### config.mk
export PLATFORM = sky130hd
export DESIGN_NAME = vshs_front_flat
export DESIGN_NICKNAME = d
export VERILOG_FILES = /design/src/hdl/vshs_pkg.sv /design/src/hdl/vshs_if.sv /design/src/hdl/vshs_front.sv /design/src/flat_wrapper.sv
export SDC_FILE = /design/constraint.sdc
export NUM_CORES = 1
export LEC_CHECK = 0
export BUFFER_PORTS_ARGS = -buffer_cell sky130_fd_sc_hd__buf_2
export CORE_MARGIN = 4
export CORE_UTILIZATION = 35
export DETAILED_ROUTE_END_ITERATION = 16
export PLACE_DENSITY_LB_ADDON = 0.25
export SLEW_MARGIN = 15
export SYNTH_ARGS = -nofsm -noshare
export SYNTH_HDL_FRONTEND = slang
export SYNTH_SLANG_ARGS = --single-unit
### constraint.sdc
create_clock -name clk -period 1.9 [get_ports clk]
set_clock_uncertainty 0.2 [all_clocks]
set_input_delay 0 -clock clk [delete_from_list [all_inputs] [get_ports clk]]
set_output_delay 0 -clock clk [all_outputs]
set_load 0.03 [all_outputs]
### src/hdl/vshs_pkg.sv
// Package for the visited-state hash set: sizes, register codes, hash constants,
// the queue record between front and back, and register clamping functions.
// No dependencies.
package vshs_pkg;

  localparam int VAR_W     = 32;
  localparam int MAX_VARS  = 32;
  localparam int IDX_W     = 5;
  localparam int CNT_W     = 6;
  localparam int ENTRIES   = 4096;
  localparam int ENT_W     = 12;
  localparam int LINK_W    = 13;
  localparam int POWER_MAX = 12;
  localparam int BKT_W     = 12;
  localparam int VADDR_W   = ENT_W + IDX_W;
  localparam int CFG_W     = 6;
  localparam int CFG_IDX_W = 1;

  // Golden-ratio multiplier split into 32-bit halves
  localparam logic [31:0] GOLD_HI = 32'h9e3779b9;
  localparam logic [31:0] GOLD_LO = 32'h7f4a8000;

  localparam logic [3:0] POWER_RESET = 4'd9;
  localparam logic [5:0] NVARS_RESET = 6'd32;

  // Configuration register indexes
  localparam logic [CFG_IDX_W-1:0] REG_HASH_POWER = 1'b0;
  localparam logic [CFG_IDX_W-1:0] REG_NUM_VARS   = 1'b1;

  // One accepted variable, classified by the front
  typedef struct packed {
    logic [VAR_W-1:0]    value;
    logic [IDX_W-1:0]    idx;
    logic                kept;
    logic                last;
    logic                lerr;
    logic [MAX_VARS-1:0] word;
  } rec_t;

  typedef struct packed {
    logic valid;
    logic full;
  } q_stat_t;

  function automatic logic [3:0] eff_power(input logic [3:0] p);
    if (p < 4'd1) return 4'd1;
    if (p > 4'(POWER_MAX)) return 4'(POWER_MAX);
    return p;
  endfunction

  function automatic logic [5:0] eff_vars(input logic [5:0] v);
    if (v < 6'd1) return 6'd1;
    if (v > 6'(MAX_VARS)) return 6'(MAX_VARS);
    return v;
  endfunction

endpackage

### src/hdl/vshs_if.sv
// Channel interfaces of the visited-state hash set: variable items in,
// lookup results out. Depends on vshs_pkg.
interface vshs_item_if import vshs_pkg::*; ();
  logic                    valid;
  logic                    ready;
  logic signed [VAR_W-1:0] var_value;
  logic                    last_var;
  modport source (output valid, var_value, last_var, input ready);
  modport sink (input valid, var_value, last_var, output ready);
endinterface


### src/hdl/vshs_front.sv
// Front of the hash set: counts variables, folds parities, checks length and
// pushes one record per accepted item. Depends on vshs_pkg, vshs_if.
module vshs_front import vshs_pkg::*; (
  input  logic           clk,
  input  logic           rst,
  input  logic [5:0]     num_vars,
  input  logic           clearing,
  input  q_stat_t        q_stat,
  vshs_item_if.sink      item,
  output logic           push,
  output rec_t           push_rec
);

  logic [CNT_W-1:0]    var_cnt;
  logic [MAX_VARS-1:0] fold;
  logic [CNT_W-1:0]    total;
  logic [MAX_VARS-1:0] fold_next;

  assign item.ready = !q_stat.full && !clearing;
  assign push       = item.valid && item.ready;

  // Saturate the count one past the largest vector
  assign total     = (var_cnt < CNT_W'(MAX_VARS + 1)) ? var_cnt + 1'b1 : var_cnt;
  assign fold_next = {fold[MAX_VARS-2:0], item.var_value[0]};

  always_comb begin
    push_rec.value = item.var_value;
    push_rec.idx   = var_cnt[IDX_W-1:0];
    push_rec.kept  = (var_cnt < CNT_W'(MAX_VARS));
    push_rec.last  = item.last_var;
    push_rec.lerr  = (total != eff_vars(num_vars));
    push_rec.word  = fold_next;
  end

  // Advance the count, restart on the closing variable
  always_ff @(posedge clk) begin
    if (rst) begin
      var_cnt <= '0;
      fold    <= '0;
    end else if (push) begin
      if (item.last_var) begin
        var_cnt <= '0;
        fold    <= '0;
      end else begin
        var_cnt <= total;
        fold    <= fold_next;
      end
    end
  end

endmodule

### src/flat_wrapper.sv
// flat-port wrapper written by rule: the top's interface ports become plain ports
module vshs_front_flat import vshs_pkg::*;
  (clk, rst, num_vars, clearing, q_stat, push, push_rec, item_valid, item_var_value, item_last_var, item_ready);
  vshs_item_if item_i ();
  input  logic clk;
  input  logic rst;
  input  logic [5:0] num_vars;
  input  logic clearing;
  input  q_stat_t q_stat;
  output logic push;
  output rec_t push_rec;
  input wire logic [$bits(item_i.valid)-1:0] item_valid;
  input wire logic [$bits(item_i.var_value)-1:0] item_var_value;
  input wire logic [$bits(item_i.last_var)-1:0] item_last_var;
  output wire logic [$bits(item_i.ready)-1:0] item_ready;
  assign item_i.valid = item_valid;
  assign item_i.var_value = item_var_value;
  assign item_i.last_var = item_last_var;
  assign item_ready = item_i.ready;
  vshs_front u_core (.clk(clk), .rst(rst), .num_vars(num_vars), .clearing(clearing), .q_stat(q_stat), .item(item_i), .push(push), .push_rec(push_rec));
endmodule
==> impl_metrics.yaml <==
logic_synthesis:
  seq_area_frac_synth_pct: 37.4
  synth_top_area_share_pct: 37.4
  syn-num-nets: 289
  synth-compound-area-share_pct: 13.4
  synth_top_family_by_area: "simple AND/OR/NAND/NOR gates"
  synth_warnings: 0
  synthesis.area_sq_mm: 0.00198
  synthTopCellsByArea: "dfxtp_1, buf_4, nor3b_1, a21oi_1, nor2_1"
  synth_adder_area_share_pct: 1.26
  synth-seq-cells: 37
  syn-mean-instance-area_sq_um: 8.19
  muxShareOfSynthArea_pct: 0.505
  synth.distinct_cells: 32
  synthSimpleGateAreaFrac_pct: 25.4
  synthCells: 242
  synth_xor_area_share_pct: 3.54
  synth_largest_area_cell: "dfxtp_1"
routing:
  vias: 1744
  dr.pass1.iters: 4
  wl_um: 4520
  initialDrtViolationCount: 69
  drcViolationCount: 0
  avgRoutedWirePerCell_um: 12.3
  via_per_inst: 4.75
  ant_nets: 0
cts:
  clock_sinks: 37
  clkLatencyLatePin_ns: 0.28
  clk_pin_slew_worst_paths_ns: 0.07
  cts_made_buffers: 5
  h-tree-depth: 2
  cts_tree: "yes"
  cts_buffer_depth: 2
  postCtsSetupBuffers: 0
  cts_root_buffer: "clkbuf_8"
global_route:
  grt_util_all_layers_pct: 12.6
  grt_pass1_wl_um: 7420
  antenna_found_initial: 0
  grt_start_max_net_pins: 39
  grt-ovfl-total: 0
  grt_pass1_vias: 1584
power:
  power_leakage_nw: 1.05
  power.density_mw_per_mm2: 635
  vdd_drop_max_mv: 0.406
  power_mw: 1.61
placement:
  hpwlAfterDp_um: 2770
  gp_congestion: 0.789
  io_buffers: 55
layout:
  layout.nets: 341
  fin_util_pct: 46.1
  diodes: 0
  drive_gt1_share_pct: 29.5
  synthToLayoutAreaGrowth_pct: 28.2
flow_run:
  cap_viol_max_count: 0
sta:
  timing.final.ws_setup_ns: -0.333
  period_share_pct: 118
  max_freq_mhz: 448
  slew-limit-headroom_pct: 54.3
  rsz0062_at_grt: "yes"
  hold_viol: 0
  worst_pin_slew_ns: 0.686
  fin_crit_ns: 2.23
  final-setup-viol-count: 2
  drv_slew: 0
worst_setup_path:
  crit_arrival_ns: 2.03
  critical_path_class: "register to output pin"
  crit_path_end_kind: "output pin"
  crit_fanout: 3
  cp_data_required_time_ns: 1.70
  startpoint_type: "register"
worst_hold_path:
  hold_class: "primary input to register"
floorplan:
  ios: 119
  design.die.area_sq_mm: 0.00693
  core-area_sq_mm: 0.00551
  num_rows: 27
  die_h_um: 83.3
  die_w_um: 83.3
  floorplan.initialDensity_pct: 36.0
outcome:
  status: "complete, but fails checks"
  violations: "negative setup slack"
cell usage after synthesis:
| master | count |
|---|---|
| xnor2_1 | 8 |
| and3b_1 | 1 |
| mux2i_1 | 1 |
| or4_2 | 1 |
| a32oi_1 | 1 |
| nand2_1 | 4 |
| or3b_4 | 1 |
| o21ai_0 | 4 |
| nand2b_1 | 4 |
| nor2_1 | 37 |
| a31oi_1 | 1 |
| nor4_1 | 1 |
| ha_1 | 2 |
| a221oi_1 | 1 |
| nor3b_1 | 31 |
| o211ai_1 | 1 |
| nor2b_1 | 1 |
| or4_1 | 1 |
| nor3_1 | 1 |
| a22oi_1 | 1 |
| and3_1 | 1 |
| a311oi_2 | 1 |
| buf_4 | 39 |
| clkbuf_1 | 13 |
| nand3_1 | 3 |
| o21ai_4 | 1 |
| inv_1 | 5 |
| nor3_2 | 1 |
| buf_1 | 2 |
| a21oi_1 | 35 |
| or3_1 | 1 |
| dfxtp_1 | 37 |
report_power, final:
group / leakage, nW / internal, mW / switching, mW / total, mW
combinational: 0.701 / 0.0825 / 0.162 / 0.245
sequential: 0.299 / 0.775 / 0.000760 / 0.776
clock: 0.0542 / 0.328 / 0.264 / 0.591
sequential cells by signal, summed over array words and instances, names as in the netlist:
signal / count
u_core.fold: 31
u_core.var_cnt: 6
logic make-up after synthesis:
kind of cell               Yosys count
DFF                                 37
and+or+nand+nor                     89
AOI/OAI and AO/OA                   46
xor gates and xnor gates             8
muxes                                1
adders and majority gates            2
buffers and inverters               59
stage by stage:
stage	setup WS, ns	hold WS [ns]	instances	TNS (ns)	cell area [sq um]
floorplan	-0.169	-0.0856	242	-0.169	1990
global placement	-0.0514	-0.200	327	-0.0581	2090
detailed placement	-0.0716	-0.200	327	-0.0837	2090
CTS	-0.343	0.0105	367	-0.343	2530
global route	-0.442	0.0542	367	-0.591	2540
finish	-0.333	0.0242	367	-0.343	2540
critical path, stage by stage, from the launching register on:
cell      delay (ns)
dfxtp_4         0.34
inv_2           0.07
ha_4            0.12
or3b_4          0.39
o21ai_4         0.18
mux2i_2         0.24
xnor2_1         0.14
o211ai_1        0.10
buf_4           0.18
layout make-up:
| class | instances | area (sq um) |
|---|---|---|
| sequential | 37 | 746 |
| fill | 550 | 2970 |
| multi-input combinational | 146 | 892 |
| timing repair buffer | 99 | 692 |
| tap | 72 | 90.1 |
| clock buffer | 7 | 96.3 |
| clock inverter | 1 | 5.00 |
| inverter | 5 | 18.8 |
path summary, 6_finish.rpt:
kind,to,slack [ns],from,cells past startpoint
max,push_rec[32],-0.33,u_core.var_cnt[0]$_SDFFE_PP0P_,8
min,u_core.var_cnt[4]$_SDFFE_PP0P_,0.02,item_valid,4
max reg2reg,u_core.var_cnt[1]$_SDFFE_PP0P_,-0.01,u_core.var_cnt[0]$_SDFFE_PP0P_,8
min reg2reg,u_core.fold[30]$_SDFFE_PP0P_,0.29,u_core.fold[30]$_SDFFE_PP0P_,2
layer usage:
metal	vias to the layer above	global-route usage, %	part of all wire (%)
li1	882	-	-
met1	784	16.4	44
met2	73	19.6	46
met3	5	4.76	8.7
met4	0	3.42	1.0
met5	-	0	0
cell usage in the layout, fill, tap and decap left out, drive strengths merged:
cell type / synthesis / routed
o21ai: 5 / 5
nand2b: 4 / 4
dfxtp: 37 / 37
a311oi: 1 / 1
a22oi: 1 / 1
nand3: 3 / 3
a32oi: 1 / 1
buf: 41 / 67
nand2: 4 / 4
clkinv: 0 / 1
inv: 5 / 5
and3: 1 / 1
or3b: 1 / 1
mux2i: 1 / 1
nor2b: 1 / 1
a21oi: 35 / 35
dlygate4sd3: 0 / 32
a221oi: 1 / 1
or3: 1 / 1
nor3b: 31 / 31
ha: 2 / 2
xnor2: 8 / 8
nor3: 2 / 2
nor2: 37 / 37
nor4: 1 / 1
or4: 2 / 2
a31oi: 1 / 1
clkbuf: 13 / 7
o211ai: 1 / 1
and3b: 1 / 1
what timing repair did:
| action | in CTS | in global routing |
|---|---|---|
| hold buffers | 32 | 0 |
| endpoints found under the hold margin | 32 | 0 |
| endpoints found under the setup margin | 2 | 4 |
| resized for setup | 4 | 3 |
| pin swaps | 4 | 1 |
Note: power is estimated with default switching activity, not from simulation.
