==> config.mk <==
export PLATFORM = sky130hd
export DESIGN_NAME = vshs_queue
export DESIGN_NICKNAME = d
export VERILOG_FILES = /design/src/hdl/vshs_pkg.sv /design/src/hdl/vshs_queue.sv
export SDC_FILE = /design/constraint.sdc
export NUM_CORES = 1
export LEC_CHECK = 0
export BUFFER_PORTS_ARGS = -buffer_cell sky130_fd_sc_hd__buf_2
export CORE_UTILIZATION = 51
export DETAILED_ROUTE_END_ITERATION = 8
export GPL_TIMING_DRIVEN = 0
export PLACE_DENSITY = 0.84
export SYNTH_ARGS = -nofsm -noshare
export SYNTH_HDL_FRONTEND = slang
export SYNTH_SLANG_ARGS = --single-unit
==> constraint.sdc <==
create_clock -name clk -period 8.6 [get_ports clk]
set_input_delay 0.43 -clock clk [delete_from_list [all_inputs] [get_ports clk]]
set_output_delay 0.43 -clock clk [all_outputs]
set_load 0.005 [all_outputs]
==> src/hdl/vshs_pkg.sv <==
// Package for the visited-state hash set: sizes, register codes, hash constants,
// the queue record between front and back, and register clamping functions.
// No dependencies.
package vshs_pkg;

  localparam int VAR_W     = 32;
  localparam int MAX_VARS  = 32;
  localparam int IDX_W     = 5;
  localparam int CNT_W     = 6;
  localparam int ENTRIES   = 4096;
  localparam int ENT_W     = 12;
  localparam int LINK_W    = 13;
  localparam int POWER_MAX = 12;
  localparam int BKT_W     = 12;
  localparam int VADDR_W   = ENT_W + IDX_W;
  localparam int CFG_W     = 6;
  localparam int CFG_IDX_W = 1;

  // Golden-ratio multiplier split into 32-bit halves
  localparam logic [31:0] GOLD_HI = 32'h9e3779b9;
  localparam logic [31:0] GOLD_LO = 32'h7f4a8000;

  localparam logic [3:0] POWER_RESET = 4'd9;
  localparam logic [5:0] NVARS_RESET = 6'd32;

  // Configuration register indexes
  localparam logic [CFG_IDX_W-1:0] REG_HASH_POWER = 1'b0;
  localparam logic [CFG_IDX_W-1:0] REG_NUM_VARS   = 1'b1;

  // One accepted variable, classified by the front
  typedef struct packed {
    logic [VAR_W-1:0]    value;
    logic [IDX_W-1:0]    idx;
    logic                kept;
    logic                last;
    logic                lerr;
    logic [MAX_VARS-1:0] word;
  } rec_t;

  typedef struct packed {
    logic valid;
    logic full;
  } q_stat_t;

  function automatic logic [3:0] eff_power(input logic [3:0] p);
    if (p < 4'd1) return 4'd1;
    if (p > 4'(POWER_MAX)) return 4'(POWER_MAX);
    return p;
  endfunction

  function automatic logic [5:0] eff_vars(input logic [5:0] v);
    if (v < 6'd1) return 6'd1;
    if (v > 6'(MAX_VARS)) return 6'(MAX_VARS);
    return v;
  endfunction

endpackage

==> src/hdl/vshs_queue.sv <==
// Two-entry record queue between front and back.
// Depends on vshs_pkg.
module vshs_queue import vshs_pkg::*; (
  input  logic    clk,
  input  logic    rst,
  input  logic    push,
  input  rec_t    push_rec,
  input  logic    pop,
  output rec_t    pop_rec,
  output q_stat_t q_stat
);

  rec_t       slots [2];
  logic       wr_ptr;
  logic       rd_ptr;
  logic [1:0] fill;

  assign pop_rec      = slots[rd_ptr];
  assign q_stat.valid = (fill != 2'd0);
  assign q_stat.full  = (fill == 2'd2);

  always_ff @(posedge clk) begin
    if (push) begin
      slots[wr_ptr] <= push_rec;
    end
  end

  // Move pointers and fill level
  always_ff @(posedge clk) begin
    if (rst) begin
      wr_ptr <= 1'b0;
      rd_ptr <= 1'b0;
      fill   <= 2'd0;
    end else begin
      if (push) wr_ptr <= ~wr_ptr;
      if (pop) rd_ptr <= ~rd_ptr;
      fill <= fill + 2'(push) - 2'(pop);
    end
  end

endmodule

==> results.md, run 1 <==
- The flow ran to the end, and the final reports show no timing, DRC or antenna violations.
- The data arrival at the endpoint of the critical path is 1.58 ns.
- The setup slack on the worst flop-to-flop path is between 7 and 8 ns.
- The total overflow left after global routing is 0.
- The number of different library cells used by synthesis comes to 14.
- The leakage power summed over all cells is 0.00297 uW.
- The slew at the pin closest to its max-slew limit is between 0.4 and 0.5 ns.
- The number of antenna violations at the first check in global routing is 0.
- The global router's overall resource usage is between 10% and 20%.
- For this design, the sink count on the clock tree is 149.
- The ratio of final minimum period to clock period is between 20% and 30%.
- For this block, the initial DRC count from the detailed router was about 110.
- The library cell used as clock root buffer is clkbuf_16.
- The critical path startpoint category is a register.
- The startpoint identified for the worst hold timing path is push_rec[59].
- Cells fill 67.4% of the core in the end.
- The vertical die dimension is 108 um.
- The clock transition at the registers of the reported paths is 0.06 ns.
- The maximum number of pins on one net before global-route repair is 40.
- Averaged over all synthesized cells, the footprint is 23.5 um^2.
- Setup violations remaining at the end of the flow were counted as 0.
- The final max-slew violation count is 0.
- The area of the core is 10900 um^2.
- Counting along the longest clock path gives a buffer depth of 2.
- The leading cell type in the layout, fill and taps excluded is buf_2.
- The count of nets left with antenna violations once routing finished came out at 0.
- The total via count in the routed design is 2786.
- The number of nets at the end of the flow is 494.
- IR analysis of the VDD net gives a maximum drop of between 150 and 200 uV.
- The part of the Yosys area used for sequential elements is 76.7%.
- The initial core utilization is 52.7%.
- The via count of the first global-routing pass is just under 3000.
- The net count after synthesis is 323.
- The count of cells in the finished layout, fillers not included, comes to 569.
- For this design, the slowest cell found on the critical path is dfxtp_1.
- The number of cell instances on the worst register-to-register path is 2.
- The first global-routing pass estimated 14500 um of wire.
- The number of resized instances in the post-cts repair step is 0.
- Traced cell by cell, the critical path runs through buf_6 > buf_12 > mux2_4 > buf_2.
- The biggest fanout along the worst timing path is 10.
- In the routed layout, each cell is associated on average with a via count of between 4 and 5.
- The cell area after synthesis is 5770 um^2.
- The area overhead of the layout relative to synthesis is 27.9%.
- The worst hold path terminates at slots[1][59].
- The type of the worst setup path is register to output port.
- The delay contributed by the slowest stage of the critical path is roughly 0.33 ns.
- The synthesized design spends more area on one cell type than any other, namely edfxtp_1.
- In the routed design, unresolved DRC markers number 0.
- The first-pass iteration count of the detailed router is 4.
- Once the clock tree was built, the setup fixing pass inserted 0 buffers.
- STA classifies the critical path endpoint as an output port.
- The number of buffers inserted for hold repair after clock tree synthesis is 0.
- The total negative setup slack is 0 ns.
- The area fraction of the dominant cell type after synthesis is 75.0%.
- The count of warnings emitted by yosys is 0.
- The instance count along the most critical hold path is 1.
- After layout, the design draws a total of 1820 uW.
- The number of placed cells counting well taps is around 540.
- The routed design has 9440 um of wire.
- The class of the tightest hold or removal check is primary input to register.
- Yosys attributes the largest share of cell area to edfxtp_1 75%, mux2_4 18%, buf_12 2.4%.
- In this run the tightest slew margin relative to its limit is around two thirds.
- The hold violation count in the final report was 0.
- The horizontal extent of the die is about 110 um.
- During placement, the flow inserted port buffers numbering 149.
- The library cells used most frequently in the layout, excluding fill and tap cells, are 149 x buf_2, 144 x edfxtp_1, 70 x mux2_4, 17 x clkbuf_16, 10 x buf_12.
- After filler insertion, the fill cell instance count of the layout stands at 744.
- The fmax is 497 MHz.
- The congestion estimate from routability-driven global placement came to 0.684.
- The family with the most delay on the worst path is buffers and inverters.
- The synthesized design contains 149 register bits.
- The diode insertion count for antenna repair is 0.
- Cells with a size suffix above 1 make up 62.0% of the layout.
- The initialized floorplan defines 38 standard-cell rows.
- The number of instances in the synthesized netlist is between 200 and 250.
- The data required time at the worst endpoint is 8.17 ns.
- 150 I/O pins were placed.
- The HPWL after detailed placement is ~6500 um.
- The H-tree level count is 4.
- The area of the die is 11700 um^2.
- The later pin in the worst-skew pair is clocked with a latency of 0.41 ns.
- Max-cap violations in this run came to 0.
- The worst register-to-register path ends at slots[1][1].
- The critical register-to-register path startpoint is wr_ptr.
- The final worst clock skew is 0.00396 ns.
- Setup repair after global routing left no endpoint under its margin.
- The power per cell area is 246 nW/um^2.
- The final critical-path required period is roughly 2.0 ns.
- The buffer and inverter count on the worst path is 3.
- Clock tree synthesis inserted a total of 17 buffers.
- The TritonCTS clock tree is done.
- In the final routed layout, each cell accounts on average for around 17 um.
logic make-up after synthesis:
| group | after synthesis | synth area share (%) |
|---|---|---|
| DFF | 149 | 76.7 |
| xor gates and xnor gates | 3 | 0.694 |
| adders and majority gates | 2 | 0.434 |
| buffers and inverters | 10 | 2.75 |
| muxes | 72 | 18.6 |
| and+or+nand+nor | 9 | 0.803 |
flip-flops by register name (all words and copies together), names as in the netlist, named ones only:
name / count
fill: 2
rd_ptr: 1
slots: 144
wr_ptr: 1
routing by layer:
layer	share of wire [%]	wire length [um]	vias to the layer above	global-route usage, %
met1	38	3620	1383	18.4
met5	0	0	-	0
met4	1.2	110	0	7.24
li1	-	-	1307	-
met2	55	5180	86	30.7
met3	5.6	525	10	5.85
power breakdown:
group	switching [uW]	total (uW)	internal [uW]
Sequential	12.5	860	847
Combinational	86.5	208	122
Clock	280	748	468
cell type report:
type	instances	area (um^2)	area share (%)
clock inverters	13	174	2.36
repair buffers	152	806	10.9
inverters	2	7.51	0.102
well taps	140	175	2.37
plain buffers	8	151	2.05
clock buffers	19	443	6.01
flip-flops and latches	149	4420	60.0
multi-input cells	86	1190	16.2
cell usage after synthesis:
library cell / number
buf_12: 7
dfxtp_1: 5
and2_1: 1
ha_1: 2
mux2_4: 70
nor2_1: 4
edfxtp_1: 144
mux2_2: 2
xnor2_1: 2
xnor3_1: 1
nor2b_1: 3
inv_1: 2
buf_6: 1
or2_2: 1
worst max-delay path by stage:
| stage | startpoint | endpoint | depth (start not counted) |
|---|---|---|---|
| floorplan | push | slots[0][0] | 1 |
| global placement | push | slots[0][64] | 2 |
| detailed placement | push | slots[1][61] | 3 |
| CTS | register | pop_rec[21] | 4 |
| global route | register | pop_rec[21] | 4 |
| finish | register | pop_rec[21] | 4 |
per-stage QoR:
step / hold WS (ns) / instance area [um^2] / worst slack, ns
after floorplan: 0.480 / 5770 / 4.50
after global placement: 0.493 / 6690 / 2.82
after detailed placement: 0.552 / 6760 / 6.90
after CTS: 0.193 / 7380 / 6.55
after global routing: 0.185 / 7380 / 6.52
final: 0.208 / 7380 / 6.59
(Power assumes the default switching activity.)
==> run 2, diff against run 1 <==
Settings changed: CORE_UTILIZATION 51 to 47, PLACE_DENSITY 0.84 to 0.82.
Clock period 8.6 ns to 1.8 ns, I/O delays scaled along.
==> run 2 against run 1 <==
Combinational power increased to 5.5 times the previous value. Sequential share of layout area decreased by 5.8 points. Global-route usage increased by 0.13 points. Worst hold slack got worse by 0.11 ns. Critical path depth unchanged. Highest routed layer unchanged. Utilization increased by 0.52 points. Cell count increased by 15%. Sequential power increased to 4.8 times the previous value. Critical endpoint is now pop_rec[52]. Cell area increased by 11%. Power increased to 4.9 times the previous value.
==> results.md, run 2 (synthesis results as in run 1) <==
- Outcome: completed (unchanged).
- The fmax is 596 MHz.
- The library cell used as clock root buffer is clkbuf_16 (unchanged).
- Setup repair after global routing missed its margin: no (unchanged).
- The power per cell area is 1080 nW/um^2 (was 246 nW/um^2).
- The worst-case vdd ir drop came to 834 uV (was 151 uV).
- The clock transition at the registers of the reported paths is 0.06 ns (about the same).
- The startpoint of the tightest hold check path was push (was push_rec[59]).
- The H-tree level count was 4 (unchanged).
- The critical path startpoint category is a register (unchanged).
- The number of nets still failing antenna checks after routing is 0 (unchanged).
- The number of nets at the end of the flow is 570 (was 494).
- The diode insertion count for antenna repair is 0 (unchanged).
- The biggest fanout along the worst timing path is 10 (unchanged).
- The TritonCTS clock tree is done (unchanged).
- The leading cell type in the layout, fill and taps excluded is buf_2 (unchanged).
- The number of cell instances on the worst register-to-register path is 3 (was 2).
- The number of antenna violations at the first check in global routing is 0 (unchanged).
- The insertion delay to the later sink of the worst-skew pair is 0.41 ns (about the same).
- The floorplan row count was 40 (was 38).
- The share of post-route cells with drive strength above 1 is 52.3% (was 62.0%).
- The instance count along the most critical hold path is 3 (was 1).
- The area of the core is 12000 um^2 (was 10900 um^2).
- The register with the most flip-flops was slots (unchanged).
- The post-CTS setup buffer count is 0 (unchanged).
- The number of fill cells in the layout was 778 (was 744).
- The setup slack on the worst flop-to-flop path is 0.32 ns (was 7.05 ns).
- Most frequent cells in the layout: 149 x buf_2, 144 x edfxtp_1, 75 x dlygate4sd3_1, 70 x mux2_4, 17 x clkbuf_16 (was 149 x buf_2, 144 x edfxtp_1, 70 x mux2_4, 17 x clkbuf_16, 10 x buf_12).
- The global router's overall resource usage is 17.3% (was 17.1%).
- The data required time at the worst endpoint is 1.71 ns (was 8.17 ns).
- The maximum number of pins on one net before global-route repair is 61 (was 40).
- The critical register-to-register path startpoint was wr_ptr (unchanged).
- The wire length per cell is 16.2 um (was 16.6 um).
- The number of vias per cell after detailed routing came to 4.67 (was 4.90).
- The class of the tightest hold or removal check is primary input to register (unchanged).
- The initial core utilization is 48.0% (was 52.7%).
- The data arrival at the endpoint of the critical path was 1.59 ns (was 1.58 ns).
- The slew at the pin closest to its max-slew limit is 0.435 ns (was 0.487 ns).
- The final max-slew violation count is 0 (unchanged).
- The final worst clock skew is 0.00704 ns (was 0.00396 ns).
- The leakage power summed over all cells was 0.00330 uW (was 0.00297 uW).
- The final-report setup violation count is 0 (unchanged).
- The flip-flop count of the largest register, all copies and words added is 144 (unchanged).
- The count of max-cap constraint violations is 0 (unchanged).
- The clock buffer count from CTS is 17 (unchanged).
- The number of buffers inserted by port buffering is 149 (unchanged).
- The critical path capture point type is an output port (unchanged).
- The first-pass iteration count of the detailed router is 4 (unchanged).
- The number of DRC violations after detailed routing came to 0 (unchanged).
- The area of the die is 12700 um^2 (was 11700 um^2).
- The HPWL after detailed placement was 6360 um (was 6550 um).
- The final RePlAce weighted congestion was 0.675 (was 0.684).
- The hold violation count in the final report was 0 (unchanged).
- The count of pins on the block boundary is 150 (unchanged).
- The worst path uses 93.1% of the clock period.
- The horizontal extent of the die is 113 um (was 108 um).
- The capture endpoint of the worst hold path is fill[0] (was slots[1][59]).
- The worst hold slack after final layout was 0.100 ns (was 0.208 ns).
- The post-route core utilization is 68.0% (was 67.4%).
- The type of the worst setup path is register to output port (unchanged).
- The area overhead of the layout relative to synthesis is 41.5% (was 27.9%).
- The via count of the first global-routing pass came to 3344 (was 2947).
- The total via count in the routed design is 3043 (was 2786).
- The worst path in the final design needs a cycle of about 1.7 ns, including I/O delays and setup.
- The vertical die dimension was 113 um (was 108 um).
- The initial DRC count is 155 (was 108).
- The clock sink count is 149 (unchanged).
- The total routed wirelength is 10600 um (was 9440 um).
- The tightest slew margin relative to the limit is 70.9% (was 67.6%).
- The endpoint of the worst-slack reg-to-reg timing path is slots[0][11] (was slots[1][1]).
- Registers with the highest flip-flop counts: slots x144, fill x2 (unchanged).
- The first-pass GRT wire length is 16000 um (was 14500 um).
- The overall overflow remaining after global route is 0 (unchanged).
- The maximum buffer depth of the clock tree is 2 (unchanged).
-- run 2: routing by layer --
| layer | part of all wire, % | vias up | track usage, % |
|---|---|---|---|
| met5 | 0 | - | 0 |
| met4 | 1.3 | 0 | 8.27 |
| met3 | 5.4 | 11 | 4.98 |
| met2 | 54 | 107 | 31.7 |
| met1 | 39 | 1460 | 18.2 |
| li1 | - | 1465 | - |
-- run 2: area by class of cell --
type,count,area (um^2),share of cell area (%)
Multi-Input combinational cell,86,1190,14.6
Sequential cell,149,4430,54.2
Tap cell,147,184,2.25
Clock buffer,22,444,5.44
Buffer,8,151,1.85
Timing Repair Buffer,228,1600,19.6
Clock inverter,10,158,1.93
Inverter,2,7.51,0.0920
-- run 2: metrics by stage --
step	power, uW	worst slack, ns	TNS, ns	area (um^2)	std cells
2_1_floorplan	4780	-0.0192	-1.38	5780	245
3_3_place_gp	5140	-0.575	-67.59	6710	541
3_5_place_dp	5210	0.310	0	6810	545
4_1_cts	8900	0.0939	0	8160	652
5_1_grt	9130	0.0542	0	8160	652
6_report	8830	0.123	0	8160	652
-- run 2: critical path, stage by stage (launching register included) --
cell and delay [ns]:
dfxtp_1 0.32, buf_6 0.23, buf_12 0.18, mux2_4 0.31
buf_2 0.13
-- run 2: where the power goes --
part | leakage, uW | switching [uW] | internal [uW]
combinational | 0.00162 | 450 | 704
clock | 0.000296 | 1250 | 2310
sequential | 0.00139 | 62.4 | 4050
total | 0.00330 | 1760 | 7070
-- run 2: how the worst max path moves through the flow --
| stage | from | end | cells after the start |
|---|---|---|---|
| after floorplan | wr_ptr | slots[0][0] | 1 |
| after global placement | wr_ptr | slots[0][67] | 1 |
| after detailed placement | wr_ptr | slots[0][49] | 3 |
| after CTS | register | pop_rec[1] | 4 |
| after global routing | register | pop_rec[1] | 4 |
| final | register | pop_rec[52] | 4 |
-- run 2: what timing repair did --
item / 4_1_cts / 5_1_grt
hold buffers: 75 / 0
hold endpoints to repair: 149 / 0
resized for setup: 0 / 0
==> run 3, diff against run 2 <==
Settings changed: BUFFER_PORTS_ARGS -buffer_cell sky130_fd_sc_hd__buf_2 to unset, CORE_UTILIZATION 47 to 51, DONT_BUFFER_PORTS set to 1, PLACE_DENSITY 0.82 to 0.76.
==> run 3 against run 2 <==
Sequential share of layout area grew 6.2 points. Sequential cell count stayed put. Wire length shrank 9.8%. Fmax is 8.2% higher. Utilization down 1.0 points. Combinational power decreased by 21%. Clock power shrank 13%. Via count shrank 18%. Critical path type unchanged. Largest cell class unchanged. Highest routed layer unchanged.
==> results.md, run 3 (synthesis results as in run 1) <==
- The type of the worst setup path is register to output port (unchanged).
- The data required time at the worst endpoint is 1.71 ns (about the same).
- Outcome: completed (unchanged).
- The cell area after placement was 6030 um^2 (was 6810 um^2).
- The global router's overall resource usage came to 17.0% (was 17.3%).
- The slowest cell on the critical path is mux2_4 (was dfxtp_1).
- The insertion delay to the later sink of the worst-skew pair is 0.41 ns (about the same).
- The area overhead of the layout relative to synthesis is 26.9% (was 41.5%).
- The via count of the first global-routing pass is 2573 (was 3344).
- Most frequent cells in the layout: 144 x edfxtp_1, 76 x dlygate4sd3_1, 70 x mux2_4, 17 x clkbuf_16, 8 x buf_12 (was 149 x buf_2, 144 x edfxtp_1, 75 x dlygate4sd3_1, 70 x mux2_4, 17 x clkbuf_16).
- The number of antenna violations at the first check in global routing is 0 (unchanged).
- The initial DRC count is 111 (was 155).
- The floorplan row count is 38 (was 40).
- The count of max-cap constraint violations was 0 (unchanged).
- The slew at the pin closest to its max-slew limit is 0.773 ns (was 0.435 ns).
- The data arrival at the endpoint of the critical path came to 1.46 ns (was 1.59 ns).
- The maximum number of pins on one net before global-route repair is 48 (was 61).
- The clock transition at the registers of the reported paths came to 0.06 ns (about the same).
- The final RePlAce weighted congestion is 0.630 (was 0.675).
- The delay contributed by the slowest stage of the critical path was 0.34 ns (was 0.32 ns).
- The power per cell area was 1110 nW/um^2 (was 1080 nW/um^2).
- The final worst clock skew is 0.00633 ns (was 0.00704 ns).
- Registers with the highest flip-flop counts: slots x144, fill x2 (unchanged).
- The initial core utilization is 52.7% (was 48.0%).
- The total routed wirelength was 9520 um (was 10600 um).
- The leading cell type in the layout, fill and taps excluded is edfxtp_1 (was buf_2).
- The area of the core is 10900 um^2 (was 12000 um^2).
- The biggest fanout along the worst timing path came to 10 (unchanged).
- The clock sink count was 149 (unchanged).
- The number of non-filler instances in the completed layout came to 496 (was 652).
- The worst hold slack after final layout is 0.0516 ns (was 0.100 ns).
- The ratio of final minimum period to clock period is 86.1% (was 93.1%).
- The class of the tightest hold or removal check is primary input to register (unchanged).
- The wire length per cell was 19.2 um (was 16.2 um).
- The TritonCTS clock tree is done (unchanged).
- The fmax was 645 MHz (was 596 MHz).
- The tightest slew margin relative to the limit is 48.2% (was 70.9%).
- The number of nets still failing antenna checks after routing is 0 (unchanged).
- The leakage power summed over all cells is 0.00267 uW (was 0.00330 uW).
- The hold violation count in the final report was 0 (unchanged).
- The H-tree level count is 4 (unchanged).
- The first-pass iteration count of the detailed router is 4 (unchanged).
- The total power of the final layout is 8120 uW (was 8830 uW).
- The final max-slew violation count came to 0 (unchanged).
- The HPWL after detailed placement came to 5600 um (was 6360 um).
- The diode insertion count for antenna repair is 0 (unchanged).
- The number of vias per cell after detailed routing was 5.05 (was 4.67).
- The critical path capture point type is an output port (unchanged).
- The library cell used as clock root buffer is clkbuf_16 (unchanged).
- The number of nets at the end of the flow was 422 (was 570).
- The count of pins on the block boundary came to 150 (unchanged).
- The first-pass GRT wire length was 14000 um (was 16000 um).
- The buffer and inverter count on the worst path is 2 (was 3).
- The family with the most delay on the worst path is buffers and inverters (unchanged).
- The clock buffer count from CTS is 17 (unchanged).
- The number of buffers inserted by port buffering is 0 (was 149).
- The final-report setup violation count is 0 (unchanged).
- The horizontal extent of the die is 108 um (was 113 um).
- The final critical-path required period is 1.55 ns (was 1.68 ns).
- The critical path startpoint category is a register (unchanged).
- The number of fill cells in the layout is 717 (was 778).
- The post-route cell area came to 7320 um^2 (was 8160 um^2).
- The flip-flop count of the largest register, all copies and words added is 144 (unchanged).
- The vertical die dimension is 108 um (was 113 um).
- The overall overflow remaining after global route is 0 (unchanged).
- The area of the die is 11700 um^2 (was 12700 um^2).
- Setup repair after global routing missed its margin: no (unchanged).
- The register with the most flip-flops is slots (unchanged).
- The number of placed cells counting well taps was 388 (was 545).
- The total via count in the routed design is 2507 (was 3043).
- Series of cell instances along the critical path: buf_6 > buf_12 > mux2_4 (was buf_6 > buf_12 > mux2_4 > buf_2).
- The number of DRC violations after detailed routing is 0 (unchanged).
- The share of post-route cells with drive strength above 1 is 32.0% (was 52.3%).
- The worst-case vdd ir drop is 790 uV (was 834 uV).
- The maximum buffer depth of the clock tree came to 2 (unchanged).
==> run 3: cell types whose count changed in the layout (fill, tap and decap cells not counted), moves of 2 or more <==
cell,previous run,this run
clkinv_1,0,4
clkbuf_1,5,1
bufinv_16,4,1
buf_2,149,0
clkinvlp_4,0,3
clkinv_4,2,0
==> run 3: area by class of cell <==
cell class / instances / area (um^2) / share of cell area, %
Sequential cell: 149 / 4430 / 60.5
Multi-Input combinational cell: 87 / 1200 / 16.4
Timing Repair Buffer: 79 / 836 / 11.4
Clock buffer: 18 / 429 / 5.86
Tap cell: 140 / 175 / 2.39
Buffer: 8 / 151 / 2.07
Clock inverter: 13 / 92.6 / 1.26
Inverter: 2 / 7.51 / 0.103
==> run 3: what timing repair did <==
action / CTS / global route
hold endpoints to repair: 149 / 0
buffers inserted: 0 / 0
gates resized for setup: 0 / 0
endpoints found under the setup margin: 24 / 0
hold buffers: 76 / 0
==> run 3: per-layer routing <==
layer / track usage [%] / vias up / share of wire (%)
li1: - / 1169 / -
met1: 19.0 / 1242 / 38
met2: 29.0 / 91 / 54
met3: 6.75 / 5 / 6.5
met4: 6.66 / 0 / 0.71
met5: 0 / - / 0
==> run 3: per-stage QoR <==
step	TNS (ns)	utilization, %	worst slack, ns
2_1_floorplan	-1.38	-	-0.0192
3_3_place_gp	-64.70	54.4	-0.558
3_5_place_dp	-0.271	55.1	-0.0125
4_1_cts	0	66.9	0.204
5_1_grt	0	66.9	0.181
6_report	0	66.9	0.251
==> run 3: power by group <==
| part | internal, uW | switching (uW) | leakage, uW | total [uW] |
|---|---|---|---|---|
| Clock | 1850 | 1250 | 0.000251 | 3100 |
| Combinational | 526 | 379 | 0.00102 | 905 |
| Sequential | 4050 | 61.9 | 0.00139 | 4110 |
==> run 3: path summary, 6_finish.rpt <==
check	from	end	slack, ns	cells after the start
min reg2reg	rd_ptr	rd_ptr	0.54	2
min	push	slots[0][43]	0.05	1
max	register	pop_rec[47]	0.25	3
max reg2reg	wr_ptr	slots[0][59]	0.28	3
